`src/spq_pkg.sv`:
```
// Shared constants and types for the sorted priority queue.
package spq_pkg;

	localparam int unsigned OP_W     = 1;
	localparam int unsigned TAG_IN_W = 16;
	localparam int unsigned PRIO_W   = 4;
	localparam int unsigned STATUS_W = 2;
	localparam int unsigned FILL_W   = 8;

	typedef enum logic [OP_W-1:0] {
		OP_ENQ = 1'b0,
		OP_DEQ = 1'b1
	} op_t;

	typedef enum logic [STATUS_W-1:0] {
		ST_OK    = 2'd0,
		ST_FULL  = 2'd1,
		ST_EMPTY = 2'd2
	} status_t;

	// Broadcast from the control to every cell in the chain.
	typedef struct packed {
		logic              enq;
		logic              deq;
		logic [PRIO_W-1:0] prio;
	} spq_ctl_t;

endpackage

```
`src/spq_cell.sv`:
```
// One slot of the sorted chain: keeps, loads the new job, or takes a neighbor.
module spq_cell #(
	parameter int unsigned TAG_WIDTH = 16
) (
	input  logic                        clk,
	input  logic                        arst_n,
	input  spq_pkg::spq_ctl_t           ctl,
	input  logic [TAG_WIDTH-1:0]        new_tag,
	input  logic                        prev_place,
	input  logic                        prev_valid,
	input  logic [TAG_WIDTH-1:0]        prev_tag,
	input  logic [spq_pkg::PRIO_W-1:0]  prev_prio,
	input  logic                        next_valid,
	input  logic [TAG_WIDTH-1:0]        next_tag,
	input  logic [spq_pkg::PRIO_W-1:0]  next_prio,
	output logic                        place,
	output logic                        valid,
	output logic [TAG_WIDTH-1:0]        tag,
	output logic [spq_pkg::PRIO_W-1:0]  prio
);

	logic                       valid_q;
	logic [TAG_WIDTH-1:0]       tag_q;
	logic [spq_pkg::PRIO_W-1:0] prio_q;

	// New job goes behind every job of equal or higher priority.
	assign place = !(valid_q && (prio_q >= ctl.prio));

	always_ff @(posedge clk or negedge arst_n) begin
		if (!arst_n) begin
			valid_q <= 1'b0;
		end else if (ctl.deq) begin
			valid_q <= next_valid;
		end else if (ctl.enq && place) begin
			valid_q <= prev_place ? prev_valid : 1'b1;
		end
	end

	always_ff @(posedge clk) begin
		if (ctl.deq) begin
			tag_q  <= next_tag;
			prio_q <= next_prio;
		end else if (ctl.enq && place) begin
			if (prev_place) begin
				tag_q  <= prev_tag;
				prio_q <= prev_prio;
			end else begin
				tag_q  <= new_tag;
				prio_q <= ctl.prio;
			end
		end
	end

	assign valid = valid_q;
	assign tag   = tag_q;
	assign prio  = prio_q;

endmodule

```
`config.mk`:
```
export PLATFORM = sky130hd
export DESIGN_NAME = spq_cell
export DESIGN_NICKNAME = d
export VERILOG_FILES = /design/src/spq_pkg.sv /design/src/spq_cell.sv
export SDC_FILE = /design/constraint.sdc
export NUM_CORES = 1
export LEC_CHECK = 0
export BUFFER_PORTS_ARGS = -buffer_cell sky130_fd_sc_hd__buf_4
export CAP_MARGIN = 25
export CORE_MARGIN = 10
export CORE_UTILIZATION = 40
export DETAILED_ROUTE_END_ITERATION = 10
export GPL_TIMING_DRIVEN = 1
export PLACE_DENSITY_LB_ADDON = 0.05
export RECOVER_POWER = 100
export REMOVE_ABC_BUFFERS = 1
export SETUP_SLACK_MARGIN = 0.15
export SLEW_MARGIN = 20
export SYNTH_ARGS = -nofsm -noshare
export SYNTH_HDL_FRONTEND = slang
export SYNTH_SLANG_ARGS = --single-unit
```
`constraint.sdc`:
```
create_clock -name clk -period 6.3 [get_ports clk]
set_input_delay 0.945 -clock clk [delete_from_list [all_inputs] [get_ports clk]]
set_output_delay 0.945 -clock clk [all_outputs]
set_load 0.005 [all_outputs]
```
After elaboration in Yosys (flattened, before gate mapping) --
Cells that the tools add are included.
Word-level totals: register bits 21, input bits 67, output and inout port bits 22, logic and storage cells 17
Operators by class: order comparisons 1, muxes and demuxes 9, reduce and logical (&&, ||, !) cells 4
Operators by type and width (number):
- 2-to-1 mux 16 bit | 3
- 2-to-1 mux 4 bit | 3
- >= comparator 4 bit | 1
- 2-to-1 mux 1 bit | 3
- logical AND 1 bit | 2
- nonzero test 2 bit | 1
- logical NOT 1 bit | 1

Depth between registers and ports, before layout --
depth in word-level cells 6, mapped depth 6, gate-level depth less buffers 6

Worst setup path before layout --
No wires, ideal clock.
path kind input-to-output, from input port ctl[0] in the netlist's numbering, to output port place, data arrival time 1.861 ns, required time 5.355 ns, setup slack 3.494 ns, cell stages on the path 4, buffers on the path 0, path through ha_1 nand2b_4 a2111oi_2 or3_4
Between the ends: word-level cells in the longest chain between the ends 3
Ends and longest elaborated chain:
- start, declared | line spq_cell.sv:7 | input spq_pkg::spq_ctl_t ctl,
- >= comparator 4 bit | line spq_cell.sv:27 | assign place = !(valid_q && (prio_q >= ctl.prio));
- logical AND 1 bit | line spq_cell.sv:27
- logical NOT 1 bit | line spq_cell.sv:27
- end, declared | line spq_cell.sv:16 | output logic place,
No other way between the ends.

Worst setup path after layout --
Ends and elaborated chain as after synthesis.

==> key figures <==
Finish
  – Final #Nets: roughly 260
  – Most common cell after layout, fill and taps aside: buf_4
  – Most frequent cells in the layout: buf_4, nand2_1, o21ai_0, mux2i_1, edfxtp_1
  – Share of cells above drive strength 1: 0.432
  – Area Overhead vs Synth: 54.2%
  – Non-Filler Instances: 223
  – Ant diodes: 0

Routing
  – Iteration-0 DRC Markers: 24
  – Final ANT Viol Nets: 0
  – Routed wire length: 3410 um
  – DRC viols: 0
  – DR vias: approximately 1100
  – WL per Instance: 15.3 um
  – DR vias/cell: approximately 4.8
  – DRT Pass-1 Iters: 3

Timing
  – Fin. max-slew vios: 0
  – Fin. Hold Viols: 0
  – Fin worst setup slack: 3120 ps
  – Final min period: approximately 3200 ps
  – RSZ-0062 raised after global routing: false
  – Maximum clock rate: 315 MHz
  – Clock skew: 9.57 ps
  – Headroom to the max-slew limit: 0.0351
  – Measured slew at the worst slew-check pin: roughly 1400 ps
  – Fin crit share: 0.504
  – Final setup viols: 0
  – Final setup TNS: 0 ps

Clock tree
  – Hold buffer count at cts: 0
  – Post_cts resized: 0
  – Num CTS Buffers: 3
  – Clock root buffer master: clkbuf_4
  – H-tree depth: 1
  – Clock Tree Buf Depth: 2
  – CTS tree: built
  – Clock transition at path regs: 120 ps
  – Clock Latency Late Sink: 300 ps
  – Post-CTS Setup Bufs: 0
  – CTS Sinks: 21

Flow run
  – Max cap viols: 0

Global route
  – Vias in the first global route: 1091
  – Gr usage total: 0.117
  – Antenna violations before repair: 0
  – First-pass GRT wire length: 5020 um
  – Grt total ovfl: 0
  – Largest net degree at the start of global routing: 43

Placement
  – Dpl hpwl: 2830 um
  – GPL Wtd Cong: 0.657
  – Cells after DPL: 219
  – Place WS: 3210 ps
  – Buffers added on ports: 88

Status
  – Outcome: finished clean

Yosys
  – Synth warn: 0
  – Netlist Area Pre-Place: 0.00118 mm^2
  – Sequential area share after synthesis: 0.530
  – Post-synthesis mux area share: 0.169
  – Post-synthesis compound-gate area fraction: 0.119
  – Mean Syn Cell Area: ~11 um^2
  – Syn Inst Count: 107
  – Adder-cell share of the synthesized area: 0.0424
  – Simple-Gate Fraction of Synth Area: 0.0953
  – Post-synth cell types: 18
  – XOR/XNOR Fraction of Synth Area: 0
  – Largest family of logic cells by synthesized area: multiplexers
  – Synthesized flop and latch total: 21

Floorplan
  – I/O Pins: 89
  – Row count: 19
  – Initial Util: 0.425
  – Die W: 74.3 um
  – Die Span Y: 74.3 um
  – Die ar.: 0.00553 mm^2
  – Core area: 0.00278 mm^2

Pwr
  – Power per cell area: 183 mW/mm^2
  – Pleak: 0.886 nW
  – Maximum VDD drop: 133 uV

Critical path
  – Req. time, crit path: about 5400 ps
  – Crit. End Element: output pin
  – Critical path peak fanout: 3
  – WP depth: 6
  – CP startpoint: ctl[0]
  – Critical Path End: place
  – R2R setup slack: 3850 ps
  – FF-to-FF path depth: 6
  – Crit-path slowest cell: a2111oi_0
  – Arr. time, crit path: between 2000 and 2500 ps
  – Buffer and inverter count on the worst path: 2
  – Critical path's top delay family: compound AO/OA/AOI/OAI gates
  – Slowest stage delay, CP: 420 ps
  – R2R Path End: tag[15]$_DFFE_PP_
  – Reg2Reg Launch Point: prio[0]$_DFFE_PP_
  – CP Launch Type: primary input
  – Cells along the critical path: clkbuf_1, ha_1, nand2b_1, a2111oi_0, or3_1, clkbuf_4
  – WS Path Type: in -> out

Min path
  – HP Class: in -> async
final cells by class:
cell class	count	area [um^2]
Clock buffer	3	22.5
Clock inverter	1	5.00
Fill cell	245	960
Inverter	5	18.8
Multi-Input combinational cell	74	484
Sequential cell	21	626
Tap cell	31	38.8
Timing Repair Buffer	88	627
power by group:
part	internal (W)	switching (W)
clock network	0.0000237	0.0000413
logic	0.0000536	0.0000366
registers	0.000173	0.00000513
total	0.000250	0.0000830
through the flow:
stage               instance area, um^2  hold slack, ps   util  power (W)
detailed placement                 1850             645  0.664   0.000284
global placement                   1850             640  0.664   0.000281
finish                             1820             403  0.655   0.000333
global route                       1820             378  0.655   0.000355
CTS                                1870             373  0.674   0.000350
floorplan                          1150             620      -   0.000213
worst min path at each step:
stage                                   end  depth (start not counted)
after global placement    valid$_DFFE_PN0P_                          2
after floorplan           valid$_DFFE_PN0P_                          2
final                     valid$_DFFE_PN0P_                          1
after CTS                 valid$_DFFE_PN0P_                          1
after detailed placement  valid$_DFFE_PN0P_                          2
after global routing      valid$_DFFE_PN0P_                          1
cells by family after synthesis:
kind of cell | Yosys count
and+or+nand+nor | 25
AOI/OAI and AO/OA | 25
DFF | 21
buffers and inverters | 12
adders and majority gates | 4
muxes | 20
state kept, by name (all words and copies together), names as in the netlist:
signal	cells
prio	4
valid	1
tag	16
cells in the mapped netlist (all sizes together):
master	count	area, um^2
inv	5	18.8
ha	4	50.1
mux2i	20	200
clkbuf	5	18.8
a21o	1	7.51
o21ai	21	105
nand2b	1	13.8
nand2	21	78.8
or3	1	11.3
edfxtp	20	601
dfrtp	1	25.0
buf	2	15.0
a31oi	1	6.26
nor2	1	3.75
nor3	1	5.00
o22ai	1	6.26
a2111oi	1	15.0
routing by layer:
layer,share of wire,track usage,up-vias,wire length (um)
met4,0.0029,0.0366,0,10
met1,0.36,0.117,466,1220
li1,-,-,553,-
met2,0.53,0.207,46,1800
met5,0,0,-,0
met3,0.11,0.0598,2,384
No activity file was read; power rests on OpenSTA's default activity.
